[src/sv/fasta_sequence_cleaner_core_assert.svh]
// ----------------------------------------------------------------------------
// FASTA sequence cleaner assertion macros
// Shared concurrent assertion forms, clocked on clk and disabled in reset.
// ----------------------------------------------------------------------------
`ifndef FASTA_SEQUENCE_CLEANER_CORE_ASSERT_SVH
`define FASTA_SEQUENCE_CLEANER_CORE_ASSERT_SVH

// same-cycle implication
`define FSCL_ASSERT_IMPL(lbl, ante, cons) \
  lbl: assert property (@(posedge clk) disable iff (rst) (ante) |-> (cons)) \
    else $error("fscl assertion failed");

// next-cycle implication
`define FSCL_ASSERT_NEXT(lbl, ante, cons) \
  lbl: assert property (@(posedge clk) disable iff (rst) (ante) |=> (cons)) \
    else $error("fscl assertion failed");

`endif

[src/sv/fscl_pkg.sv]
// ----------------------------------------------------------------------------
// fscl_pkg
// Types, character codes and helpers for the FASTA sequence cleaner.
// ----------------------------------------------------------------------------
package fscl_pkg;

  localparam int COUNT_WIDTH = 40;
  localparam int FIELD_WIDTH = 40;

  typedef logic [COUNT_WIDTH-1:0] cnt_t;
  typedef logic [FIELD_WIDTH-1:0] field_t;
  typedef logic [6:0]             base_t;

  localparam logic [7:0] CHAR_NUL = 8'h00;
  localparam logic [7:0] CHAR_TAB = 8'h09;
  localparam logic [7:0] CHAR_LF  = 8'h0A;
  localparam logic [7:0] CHAR_CR  = 8'h0D;
  localparam logic [7:0] CHAR_SP  = 8'h20;
  localparam logic [7:0] CHAR_GT  = 8'h3E;
  localparam logic [7:0] CHAR_A   = 8'h41;
  localparam logic [7:0] CHAR_C   = 8'h43;
  localparam logic [7:0] CHAR_G   = 8'h47;
  localparam logic [7:0] CHAR_T   = 8'h54;

  localparam logic KIND_BASE    = 1'b0;
  localparam logic KIND_SUMMARY = 1'b1;

  // per-byte decode
  typedef struct packed {
    logic  nul;
    logic  eol;
    logic  hdr_close;
    logic  hdr_open;
    logic  ws;
    logic  emit;
    logic  replace;
    base_t base;
  } cls_t;

  typedef struct packed {
    logic   kind;
    base_t  base;
    field_t seq_len;
    field_t repl;
    field_t hdr;
    field_t ws;
    field_t nul;
    logic   empty;
  } res_t;

  function automatic cnt_t sat_inc(input cnt_t c);
    return (&c) ? c : c + cnt_t'(1);
  endfunction

  function automatic field_t to_field(input cnt_t c);
    return field_t'(c);
  endfunction

endpackage

[src/sv/fscl_classify.sv]
// ----------------------------------------------------------------------------
// fscl_classify
// Decodes one file byte against the header and line-start flags.
// ----------------------------------------------------------------------------
module fscl_classify import fscl_pkg::*; (
  input  logic [7:0] data_byte,
  input  logic       header_flag,
  input  logic       line_start_flag,
  output cls_t       cls
);

  logic nul;
  logic eol;
  logic open_hdr;
  logic space;
  logic acgt;

  assign nul      = (data_byte == CHAR_NUL);
  assign eol      = (data_byte == CHAR_LF) || (data_byte == CHAR_CR);
  assign open_hdr = !nul && !header_flag && line_start_flag && (data_byte == CHAR_GT);
  assign space    = !nul && !header_flag && !open_hdr &&
                    ((data_byte == CHAR_SP) ||
                     ((data_byte >= CHAR_TAB) && (data_byte <= CHAR_CR)));
  assign acgt     = (data_byte == CHAR_A) || (data_byte == CHAR_C) ||
                    (data_byte == CHAR_G) || (data_byte == CHAR_T);

  always_comb begin
    cls.nul       = nul;
    cls.eol       = eol;
    // NUL inside a header is only counted, it does not close the header
    cls.hdr_close = !nul && header_flag && eol;
    cls.hdr_open  = open_hdr;
    cls.ws        = space;
    cls.emit      = !nul && !header_flag && !open_hdr && !space;
    cls.replace   = cls.emit && !acgt;
    cls.base      = acgt ? data_byte[6:0] : CHAR_A[6:0];
  end

endmodule

[src/sv/fasta_sequence_cleaner_core.sv]
// ----------------------------------------------------------------------------
// fasta_sequence_cleaner_core
// Strips headers, whitespace and NULs from FASTA bytes, emits cleaned bases
// and an end-of-file summary of saturating counts.
// ----------------------------------------------------------------------------
// Output: a result is registered in the output register when its byte is
//   accepted, or in the skid entry while that register is full and stalled.
// Throughput: one byte per cycle while in_stall is low; the two-entry output
//   register/skid pair takes a byte every cycle while results drain. in_stall
//   is high only while the skid entry is full.
// Reset: flags and counters return to file-start values, both result
//   entries empty. An end-of-file item resets the flags and counters after its summary.
module fasta_sequence_cleaner_core import fscl_pkg::*; (
  input  logic       clk,
  input  logic       rst,
  input  logic       in_valid,
  output logic       in_stall,
  input  logic [7:0] data_byte,
  input  logic       end_of_file,
  output logic       out_valid,
  input  logic       out_stall,
  output logic       result_kind,
  output logic [6:0] base_char,
  output logic [FIELD_WIDTH-1:0] base_total,
  output logic [FIELD_WIDTH-1:0] replaced_total,
  output logic [FIELD_WIDTH-1:0] header_lines,
  output logic [FIELD_WIDTH-1:0] whitespace_count,
  output logic [FIELD_WIDTH-1:0] nul_count,
  output logic       empty_error
);

  logic line_start_flag;
  logic header_flag;
  cnt_t base_counter;
  cnt_t replace_counter;
  cnt_t header_counter;
  cnt_t space_counter;
  cnt_t zero_byte_counter;

  cls_t cls;
  res_t res_new;
  res_t out_q;
  res_t skid_q;
  logic skid_valid;
  logic accept;
  logic push;
  logic pop;
  logic out_is_acgt;

  fscl_classify u_classify (
    .data_byte       (data_byte),
    .header_flag     (header_flag),
    .line_start_flag (line_start_flag),
    .cls             (cls)
  );

  assign in_stall = skid_valid;
  assign accept   = in_valid && !in_stall;
  assign push     = accept && (end_of_file || cls.emit);
  assign pop      = out_valid && !out_stall;

  always_comb begin
    res_new = '0;
    if (end_of_file) begin
      res_new.kind    = KIND_SUMMARY;
      res_new.seq_len = to_field(base_counter);
      res_new.repl    = to_field(replace_counter);
      res_new.hdr     = to_field(header_counter);
      res_new.ws      = to_field(space_counter);
      res_new.nul     = to_field(zero_byte_counter);
      res_new.empty   = (base_counter == '0);
    end else begin
      res_new.kind = KIND_BASE;
      res_new.base = cls.base;
    end
  end

  // file state
  always_ff @(posedge clk) begin
    if (rst) begin
      line_start_flag   <= 1'b1;
      header_flag       <= 1'b0;
      base_counter      <= '0;
      replace_counter   <= '0;
      header_counter    <= '0;
      space_counter     <= '0;
      zero_byte_counter <= '0;
    end else if (accept) begin
      if (end_of_file) begin
        line_start_flag   <= 1'b1;
        header_flag       <= 1'b0;
        base_counter      <= '0;
        replace_counter   <= '0;
        header_counter    <= '0;
        space_counter     <= '0;
        zero_byte_counter <= '0;
      end else begin
        if (cls.nul) zero_byte_counter <= sat_inc(zero_byte_counter);
        if (cls.hdr_close) begin
          header_flag     <= 1'b0;
          line_start_flag <= 1'b1;
        end
        if (cls.hdr_open) begin
          header_flag    <= 1'b1;
          header_counter <= sat_inc(header_counter);
        end
        if (cls.ws) begin
          space_counter <= sat_inc(space_counter);
          if (cls.eol) line_start_flag <= 1'b1;
        end
        if (cls.emit) begin
          line_start_flag <= 1'b0;
          base_counter    <= sat_inc(base_counter);
          if (cls.replace) replace_counter <= sat_inc(replace_counter);
        end
      end
    end
  end

  // output register plus skid entry
  always_ff @(posedge clk) begin
    if (rst) begin
      out_valid  <= 1'b0;
      skid_valid <= 1'b0;
    end else if (skid_valid) begin
      if (pop) begin
        out_valid  <= 1'b1;
        skid_valid <= 1'b0;
      end
    end else if (push) begin
      if (!out_valid || pop) begin
        out_valid <= 1'b1;
      end else begin
        skid_valid <= 1'b1;
      end
    end else if (pop) begin
      out_valid <= 1'b0;
    end
  end

  always_ff @(posedge clk) begin
    if (skid_valid) begin
      if (pop) out_q <= skid_q;
    end else if (push) begin
      if (!out_valid || pop) begin
        out_q <= res_new;
      end else begin
        skid_q <= res_new;
      end
    end
  end

  assign result_kind      = out_q.kind;
  assign base_char        = out_q.base;
  assign base_total       = out_q.seq_len;
  assign replaced_total   = out_q.repl;
  assign header_lines     = out_q.hdr;
  assign whitespace_count = out_q.ws;
  assign nul_count        = out_q.nul;
  assign empty_error      = out_q.empty;

  assign out_is_acgt = (base_char == CHAR_A[6:0]) || (base_char == CHAR_C[6:0]) ||
                       (base_char == CHAR_G[6:0]) || (base_char == CHAR_T[6:0]);

`include "fasta_sequence_cleaner_core_assert.svh"

  `FSCL_ASSERT_IMPL(a_skid_behind_out, skid_valid, out_valid)
  `FSCL_ASSERT_IMPL(a_hdr_at_line_start, header_flag, line_start_flag)
  `FSCL_ASSERT_IMPL(a_base_is_acgt, out_valid && (result_kind == KIND_BASE), out_is_acgt)
  `FSCL_ASSERT_NEXT(a_eof_clears, accept && end_of_file, (base_counter == '0) && !header_flag)

endmodule

[config.mk]
export PLATFORM = sky130hd
export DESIGN_NAME = fasta_sequence_cleaner_core
export DESIGN_NICKNAME = d
export VERILOG_FILES = /design/src/sv/fscl_pkg.sv /design/src/sv/fscl_classify.sv /design/src/sv/fasta_sequence_cleaner_core.sv
export VERILOG_INCLUDE_DIRS = /design/src /design/src/sv
export SDC_FILE = /design/constraint.sdc
export NUM_CORES = 1
export LEC_CHECK = 0
export ABC_AREA = 1
export BUFFER_PORTS_ARGS = -buffer_cell sky130_fd_sc_hd__buf_4
export CORE_ASPECT_RATIO = 1.2
export CORE_MARGIN = 2
export CORE_UTILIZATION = 40
export DETAILED_ROUTE_END_ITERATION = 16
export HOLD_SLACK_MARGIN = 0.1
export PLACE_DENSITY = 0.65
export SYNTH_ARGS = -nofsm -noshare
export SYNTH_HDL_FRONTEND = slang
export SYNTH_SLANG_ARGS = --single-unit
[constraint.sdc]
create_clock -name clk -period 32.3 [get_ports clk]
set_input_delay 4.845 -clock clk [delete_from_list [all_inputs] [get_ports clk]]
set_output_delay 4.845 -clock clk [all_outputs]
set_load 0.05 [all_outputs]
# Word-level counts from Yosys, hierarchy flattened
# Index checks and enable logic that the tools add are counted.
[op_classes]
n_addsub = 5
reduce_logical = 53
order_cmp = 2
div_mod_pow = 0
shifts = 0
mux = 41
mul = 0
bitwise = 2
eq_ne = 15
[op_table]
columns = ["operator", "n"]
rows = [
  ["2-to-1 mux 209 bit", 4],
  ["2-to-1 mux 40 bit", 16],
  ["2-to-1 mux 201 bit", 1],
  ["adder 40 x 1 -> 40 bit, second input constant", 5],
  ["AND reduction 40 bit", 5],
  ["logical NOT 40 bit", 1],
  ["equality test 8 x 7 -> 1 bit, second input constant", 4],
  ["AND reduction 3 bit", 7],
  ["2-to-1 mux 1 bit", 18],
  ["equality test 8 x 4 -> 1 bit, second input constant", 2],
  ["equality test 8 x 6 -> 1 bit, second input constant", 2],
  ["nonzero test 2 bit", 8],
  ["2-to-1 mux 7 bit", 2],
  ["logical AND 1 bit", 13],
  ["inequality test 2 bit, second input constant", 5],
  ["greater-or-equal comparator 8 x 4 -> 1 bit, second input constant", 1],
  ["<= comparator 8 x 4 -> 1 bit, second input constant", 1],
  ["logical NOT 1 bit", 8],
  ["logical NOT 8 bit", 1],
  ["logical OR 1 bit", 7],
  ["AND reduction 4 bit", 1],
  ["inequality test 3 x 2 -> 1 bit, second input constant", 1],
  ["nonzero test 3 bit", 1],
  ["inequality test 2 x 1 -> 1 bit, second input constant", 1],
  ["other kinds (2)", 3],
]
[word_totals]
mem_bits_ro = 0
inputBits = 13
reg_bits = 622
mem_count = 0
mem_bits_rw = 0
latch_bits = 0

# Depth between registers and ports, before layout
# Gate-level depths: netlist (run 1).
[logic_depth]
ltp_word = 14
depth_mapped = 15
ltp_nobuf = 14

# Hierarchy
# A second synthesis (run 1) with hierarchy kept.
[hier_totals]
cells_unflattened = 3954
area_unflattened_um2 = 31116.1
[by_module_without_submodules]
columns = ["mod", "area_each_um2", "n_inst", "seq_area_each_um2", "cells_each"]
rows = [
  ["fasta_sequence_cleaner_core", 30769.5, 1, 16636.0, 3886],
  ["fscl_classify", 346.6, 1, 0.0, 68],
]

# Worst setup path before layout (run 1)
# OpenSTA, ideal clock, no wires.
[synth_path]
kind = "input-to-reg"
startpoint = "in data_byte[7]"
endpoint = "reg skid_q[0] (netlist bit), enable pin"
t_arrival_ps = 14370
setup_ps = 786
slack_ps = 17144
stages = 11
cell_sequence = "nor2_1 > nand2_1 > inv_1 > nand2_2 > nand3_2 > nor2_1 > nand2_1 > nand2_2 > buf_4 > inv_1 > nor2_1"
[synth_via]
elab_chain_cells = 13
word_cells_on_any_way = 19
cone_classes = "2 x order compare; 2 x eq/ne; 15 x reduce/logical"
[synth_lines]
columns = ["item", "line", "rtl"]
rows = [
  ["from (decl)", "fasta_sequence_cleaner_core.sv:18", "input logic [7:0] data_byte,"],
  ["parallel branches: the longest is 9 deep, another holds greater-or-equal comparator 8 x 4 -> 1 bit", "-", ""],
  ["logical AND 1 bit (*)", "fscl_classify.sv:34", "cls.emit = !nul && !header_flag && !open_hdr && !space;"],
  ["logical OR 1 bit (*)", "fasta_sequence_cleaner_core.sv:59", "assign push = accept && (end_of_file || cls.emit);"],
  ["logical AND 1 bit (*)", "fasta_sequence_cleaner_core.sv:59", ""],
  ["AND reduction 3 bit (no source line) (*)", "-", ""],
  ["to (signal assigned)", "fasta_sequence_cleaner_core.sv:148", "skid_q <= res_new;"],
  ["to (decl)", "fasta_sequence_cleaner_core.sv:43", "res_t skid_q;"],
]
# Mark *: on every way between the ends.
# A chain may end at the register's enable or synchronous reset.

# Worst setup path after layout (run 1)
[layout_path]
startpoint = "in end_of_file"
endpoint = "reg out_q, in the netlist header_lines[18], enable pin"
[layout_via]
elab_chain_cells = 4
[layout_lines]
columns = ["item", "line", "rtl"]
rows = [
  ["from (decl)", "fasta_sequence_cleaner_core.sv:19", "input logic end_of_file,"],
  ["logical OR 1 bit", "fasta_sequence_cleaner_core.sv:59", ""],
  ["logical AND 1 bit", "fasta_sequence_cleaner_core.sv:59", ""],
  ["nonzero test 2 bit (no source line)", "-", ""],
  ["AND reduction 3 bit (no source line)", "-", ""],
  ["to (signal assigned)", "fasta_sequence_cleaner_core.sv:143", "if (pop) out_q <= skid_q;"],
  ["to (signal assigned)", "fasta_sequence_cleaner_core.sv:146", "out_q <= res_new;"],
  ["to (decl)", "fasta_sequence_cleaner_core.sv:42", "res_t out_q;"],
]
# No other way between the ends.

==> impl_metrics.tcl, run 1 <==
set metrics [dict create \
    routedWlPerCell_um 15.87 \
    design.portCount 224 \
    htree_levels 3 \
    worst_hold_path.num_cells 2 \
    synth_edf_count 418 \
    total_global_route_track_usage_pct 20.02 \
    initial_core_util_pct 40.24 \
    synthXorXnorAreaFrac_pct 3.094 \
    antennaDiodeCount 0 \
    numCtsBuffers 67 \
    period_needed_ns 8.091 \
    area_occupied_by_multi_input_gates_um2 11770 \
    cpMaxStageDelayCell "buf_4" \
    worst_slew_pin_slew_ns 1.166 \
    synth_compound_gate_area_share_pct 6.835 \
    slew-limit-headroom_pct 22.24 \
    crit_fanout 149 \
    post_synth.cell_area_avg_um2 8.022 \
    area_added_between_synthesis_and_finish_pct 14.69 \
    r2r-end "header_lines[18]$_DFFE_PP_" \
    post_synth_fa_ha_maj_area_fraction_pct 0.2456 \
    status "finished, final reports clean" \
    first_global_vias 23200 \
    seq_area_um2 16640 \
    rsz0062_at_grt "false" \
    clock.fmax_ghz 0.1236 \
    final_max_slew_viol_count 0 \
    core_area_um2 75970 \
    worst_setup_path_startpoint "end_of_file" \
    fp.dieH_um 306.8 \
    ir_drop_mv 0.03666 \
    yosys.cell_types.count 39 \
    fin_setup_tns_ns 0 \
    seq_area_frac_synth_pct 54.42 \
    synthesis.area_um2 30570 \
    finClkSkew_ns 0.02742 \
    post_route_cells_drive_above_1_share_pct 9.570 \
    mostFrequentLayoutCell "nand2_1" \
    place.detailed.instances 4895 \
    clock_tree.root_cell "clkbuf_16" \
    dieArea_um2 78660 \
    pin_count_of_the_biggest_net_entering_global_routing 175 \
    r2r_start "in_stall$_SDFF_PP0_" \
    cellLeakagePower_nw 13.38 \
    worstSetupEndpointType "flip-flop" \
    antenna_violating_nets_post_route 0 \
    grt_first_pass_wirelength_mm 127.2 \
    drt_pass1_iterations 6 \
    dominant_synthesized_flop_cell "edfxtp_1" \
    post-dp-hpwl_mm 54.28 \
    ctsLongestPathBuffers 3 \
    synthArstFlopShare_pct 0 \
    finish.net_count 3966 \
    initialDrtViolationCount 1624 \
    final-instance-count-excl-fill 5019 \
    totalWireLength_mm 79.64 \
    post-cts-setup-buffer-count 0 \
    reg2reg_depth 11 \
    numClockSinks 622 \
    yosysWarningCount 0 \
    dr_total_vias 24570 \
    synth_simple_gate_area_share_pct 28.25 \
    number_of_standard_cells_after_synthesis 3811 \
    placement.io_buffers 223 \
    cts_tree "done" \
    remaining_drc_errors 0 \
    fillerInstances 7603 \
    critical-path-max-stage-delay_ns 0.77 \
    fp-row-count 111 \
    clk_pin_slew_worst_paths_ns 0.06 \
    endpoint "header_lines[18]$_DFFE_PP_" \
    worstPathCellList "buf_8 -> nand2_4 -> nand2_2 -> buf_4 -> inv_1 -> nand2_1 -> nand2_1 -> inv_8 -> buf_4" \
    hold_class "reg2reg" \
    crit_path_start_kind "input port" \
    dominant_combinational_cell_family_by_area_after_synthesis "simple AND/OR/NAND/NOR gates" \
    ff2ff_setup_slack_ns 28.12 \
    synth_seq_cells 622 \
    setup-violations-final 0 \
    number_of_antenna_violations_at_the_first_check_in_global_routing 0 \
    max_cap_viol_count 0 \
    multiplexer_area_fraction_after_synthesis_pct 0 \
    insertion_delay_ns 0.63 \
    cts-hold-fix-buffers 0 \
    cp.required_ns 32.54 \
    grt.overflow.total 0 \
    cellPowerDensity_nw_per_um2 54.35 \
    post-route-period-util_pct 25.05 \
    layout.cells.most_common_list "nand2_1 (1226), nor2_1 (540), edfxtp_1 (418)" \
    cp.arrival_ns 8.33 \
    die_width_um 256.4 \
    post_cts.resized_instances 0 \
    criticalPathCategory "in2reg" \
    detail_route.vias_per_cell 4.895 \
    final_hold_viols 0 \
    weighted_congestion_reported_at_the_end_of_routability_driven_placement 0.9336 \
]
[layer usage]
layer  up-vias  wire, µm  GRT usage [%]  part of all wire [%]
met1     11410     36240          26.66                    46
li1      12570         -              -                     -
met5         -         0              0                     0
met3        96      3458          2.860                   4.3
met4         0      1864          6.528                   2.3
met2       494     38080          33.59                    48
[worst min path at each step]
| stage | start | end | slack, ns |
|---|---|---|---|
| global placement | header_flag$_SDFFE_PP0P_ | header_flag$_SDFFE_PP0P_ | 0.47 |
| global route | header_flag$_SDFFE_PP0P_ | header_flag$_SDFFE_PP0P_ | 0.52 |
| finish | header_flag$_SDFFE_PP0P_ | header_flag$_SDFFE_PP0P_ | 0.48 |
| detailed placement | header_flag$_SDFFE_PP0P_ | header_flag$_SDFFE_PP0P_ | 0.48 |
| floorplan | header_flag$_SDFFE_PP0P_ | header_flag$_SDFFE_PP0P_ | 0.46 |
| CTS | header_flag$_SDFFE_PP0P_ | header_flag$_SDFFE_PP0P_ | 0.48 |
[power breakdown]
group          switching (mW)  total, mW  internal, mW
Combinational           0.177      0.222        0.0451
Clock                   0.323      0.773         0.450
Sequential             0.0164      0.911         0.894
Total                   0.516       1.91          1.39
[synth_stat cells (all sizes together) (10+ instances only)]
cell / count / area share (%)
nand2: 1235 / 15
nor2: 556 / 7.0
edfxtp: 418 / 41
inv: 359 / 4.4
nand3: 238 / 4.0
o21ai: 211 / 3.5
dfxtp: 204 / 13
a21oi: 191 / 3.2
clkbuf: 107 / 1.3
xor2: 81 / 2.3
buf: 66 / 1.4
nand4: 54 / 1.1
nor3: 27 / 0.46
xnor2: 27 / 0.77
nor4: 10 / 0.20
[worst max-delay path: cells and delay by family]
kind | cells | cell delay (ns)
buf+inv | 5 | 2.65
simple gates | 4 | 0.43
[cells by family after synthesis]
group | after synthesis
fa+ha+maj | 6
xor+xnor | 108
buf+inv | 532
simple gates | 2131
other cells | 1
compound gates | 411
flops | 622
[flip-flops by register name (all words and copies together), names as in the netlist]
name / flops
base_char: 7
base_counter: 40
base_total: 40
empty_error: 1
header_counter: 40
header_flag: 1
header_lines: 40
in_stall: 1
line_start_flag: 1
nul_count: 40
out_valid: 1
replace_counter: 40
replaced_total: 40
result_kind: 1
skid_q: 209
space_counter: 40
whitespace_count: 40
zero_byte_counter: 40
[final cells by class]
| cell class | instances | share of cell area, % |
|---|---|---|
| Inverter | 359 | 3.872 |
| Clock inverter | 30 | 0.8886 |
| Tap cell | 1017 | 3.629 |
| Sequential cell | 622 | 47.46 |
| Clock buffer | 94 | 5.367 |
| Timing Repair Buffer | 239 | 5.221 |
| Multi-Input combinational cell | 2658 | 33.56 |
[stage by stage]
stage	total power, mW	setup WS [ns]	util (%)	hold slack [ns]	cell area, µm²
after floorplan	1.089	17.14	-	0.4575	30570
after global placement	1.152	23.76	43.26	0.4711	32870
after detailed placement	1.153	23.69	43.26	0.4762	32870
after CTS	1.932	24.35	46.15	0.4824	35060
after global routing	1.973	23.92	46.15	0.5215	35060
final	1.906	24.21	46.15	0.4832	35060
(Power assumes the default switching activity.)
==> inputs of run 2 (changes only) <==
--- a/config.mk
+++ b/config.mk
@@ -13,7 +13,7 @@
 export CORE_UTILIZATION = 40
 export DETAILED_ROUTE_END_ITERATION = 16
 export HOLD_SLACK_MARGIN = 0.1
-export PLACE_DENSITY = 0.65
+export PLACE_DENSITY = 0.67
 export SYNTH_ARGS = -nofsm -noshare
 export SYNTH_HDL_FRONTEND = slang
 export SYNTH_SLANG_ARGS = --single-unit
==> constraint.sdc (replaced) <==
create_clock -name clk -period 6.61 [get_ports clk]
set_input_delay 0.9915 -clock clk [delete_from_list [all_inputs] [get_ports clk]]
set_output_delay 0.9915 -clock clk [all_outputs]
set_load 0.05 [all_outputs]
==> impl_metrics.tcl, run 2 (synthesis results as in run 1) <==
set metrics [dict create \
    insertion_delay_ns 0.66 \
    initial_core_util_pct 40.24 \
    fin_setup_tns_ns 0 \
    layout.cells.most_common_list "nand2_1 (1226), nor2_1 (540), edfxtp_1 (418)" \
    detail_route.vias_per_cell 4.906 \
    finClkSkew_ns 0.03267 \
    status "finished, final reports clean" \
    cellPowerDensity_nw_per_um2 260.5 \
    pin_count_of_the_biggest_net_entering_global_routing 222 \
    routedWlPerCell_um 15.73 \
    fp-row-count 111 \
    worstPathCellList "nor2_2 -> nand3_2 -> nor2_1 -> nand2_1 -> nand2_2 -> inv_1 -> nand2_1 -> nand2_1 -> inv_8 -> buf_4" \
    crit_fanout 131 \
    total_global_route_track_usage_pct 19.78 \
    cp.required_ns 6.88 \
    fp.dieH_um 306.8 \
    die_width_um 256.4 \
    placement.io_buffers 223 \
    mostFrequentLayoutCell "nand2_1" \
    period_needed_ns 3.506 \
    cp.arrival_ns 3.78 \
    antennaDiodeCount 0 \
    cpMaxStageDelayCell "inv_8" \
    finish.net_count 3962 \
    max_cap_viol_count 0 \
    remaining_drc_errors 0 \
    slew-limit-headroom_pct 29.66 \
    worstSetupEndpointType "flip-flop" \
    worst_slew_pin_slew_ns 1.055 \
    ir_drop_mv 0.2105 \
    cts-hold-fix-buffers 0 \
    post_cts.resized_instances 0 \
    final_hold_viols 0 \
    post-route-period-util_pct 53.04 \
    criticalPathCategory "reg2reg" \
    hold_class "reg2reg" \
    crit_path_start_kind "flip-flop" \
    htree_levels 2 \
    design.portCount 224 \
    number_of_antenna_violations_at_the_first_check_in_global_routing 0 \
    area_added_between_synthesis_and_finish_pct 14.26 \
    setup-violations-final 0 \
    weighted_congestion_reported_at_the_end_of_routability_driven_placement 0.9487 \
    final_max_slew_viol_count 0 \
    drt_pass1_iterations 6 \
    dr_total_vias 24590 \
    post-dp-hpwl_mm 53.60 \
    detailed_place.area_um2 32880 \
    ctsLongestPathBuffers 3 \
    post-cts-setup-buffer-count 0 \
    clock.fmax_ghz 0.2852 \
    grt.overflow.total 0 \
    cellLeakagePower_nw 13.31 \
    critical-path-max-stage-delay_ns 0.69 \
    numClockSinks 622 \
    grt_first_pass_wirelength_mm 126.9 \
    initialDrtViolationCount 1800 \
    rsz0062_at_grt "false" \
    final_area_um2 34930 \
    antenna_violating_nets_post_route 0 \
    clock_tree.root_cell "clkbuf_16" \
    crit_path_frequent_cell "nand2_1" \
    first_global_vias 23450 \
    clk_pin_slew_worst_paths_ns 0.06 \
    flip_flop_count_of_the_largest_register_after_layout 209 \
    dieArea_um2 78660 \
    numCtsBuffers 61 \
    regMostFlops "skid_q" \
    cts_tree "done" \
    post_route_cells_drive_above_1_share_pct 9.387 \
    totalWireLength_mm 78.85 \
    core_area_um2 75970 \
    hold_ws_ns 0.4876 \
]
==> run 2: changes by cell type in the layout (fill, tap and decap cells not counted), moves of 2 or more <==
cell	change
clkbuf_16	-8
clkinv_2	-6
clkinv_1	+4
buf_4	+2
clkbuf_8	+3
clkbuf_1	-3
clkinv_4	+2
==> run 2: area by class of cell <==
type                            instances  area [µm²]
Clock buffer                           86        1712
Clock inverter                         29       341.6
Multi-Input combinational cell       2658       11760
Tap cell                             1017        1272
Sequential cell                       622       16640
Inverter                              359        1358
Fill cell                            7575       41040
Timing Repair Buffer                  241        1846
==> run 2: report_power, final <==
group	switching [mW]	leakage [nW]	internal, mW
clock	1.53	0.992	2.04
combinational	0.859	6.57	0.222
sequential	0.0814	5.75	4.37
==> run 2: stage by stage <==
stage                     utilization, %  worst slack [ns]  std cells  total power, mW
after floorplan                        -           0.08185       3812            5.310
after global placement             43.28             2.642       4897            5.624
after detailed placement           43.28             2.608       4897            5.628
after CTS                          45.98             2.964       5012            9.229
after global routing               45.98             2.774       5012            9.404
final                              45.98             3.104       5012            9.101
==> run 2: worst max-delay path, delay by kind of cell (launching register included) <==
kind                   cells  cell delay, ns
buffers and inverters      3            1.32
DFF                        1            0.55
and+or+nand+nor            7            1.10
==> run 2: path summary, 6_finish.rpt <==
path	from	to	slack (ns)	depth (start not counted)
hold / removal	header_flag$_SDFFE_PP0P_	header_flag$_SDFFE_PP0P_	0.49	2
setup reg to reg	in_stall$_SDFF_PP0_	base_total[14]$_DFFE_PP_	3.10	10
setup / recovery	in_stall$_SDFF_PP0_	base_total[14]$_DFFE_PP_	3.10	10
hold reg to reg	header_flag$_SDFFE_PP0P_	header_flag$_SDFFE_PP0P_	0.49	2
==> run 2: metal layers <==
metal	vias up	GRT usage, %	wire [µm]
li1	12570	-	-
met1	11350	26.45	35860
met2	542	33.54	37580
met3	135	2.629	3362
met4	0	5.712	2044
met5	-	0	0
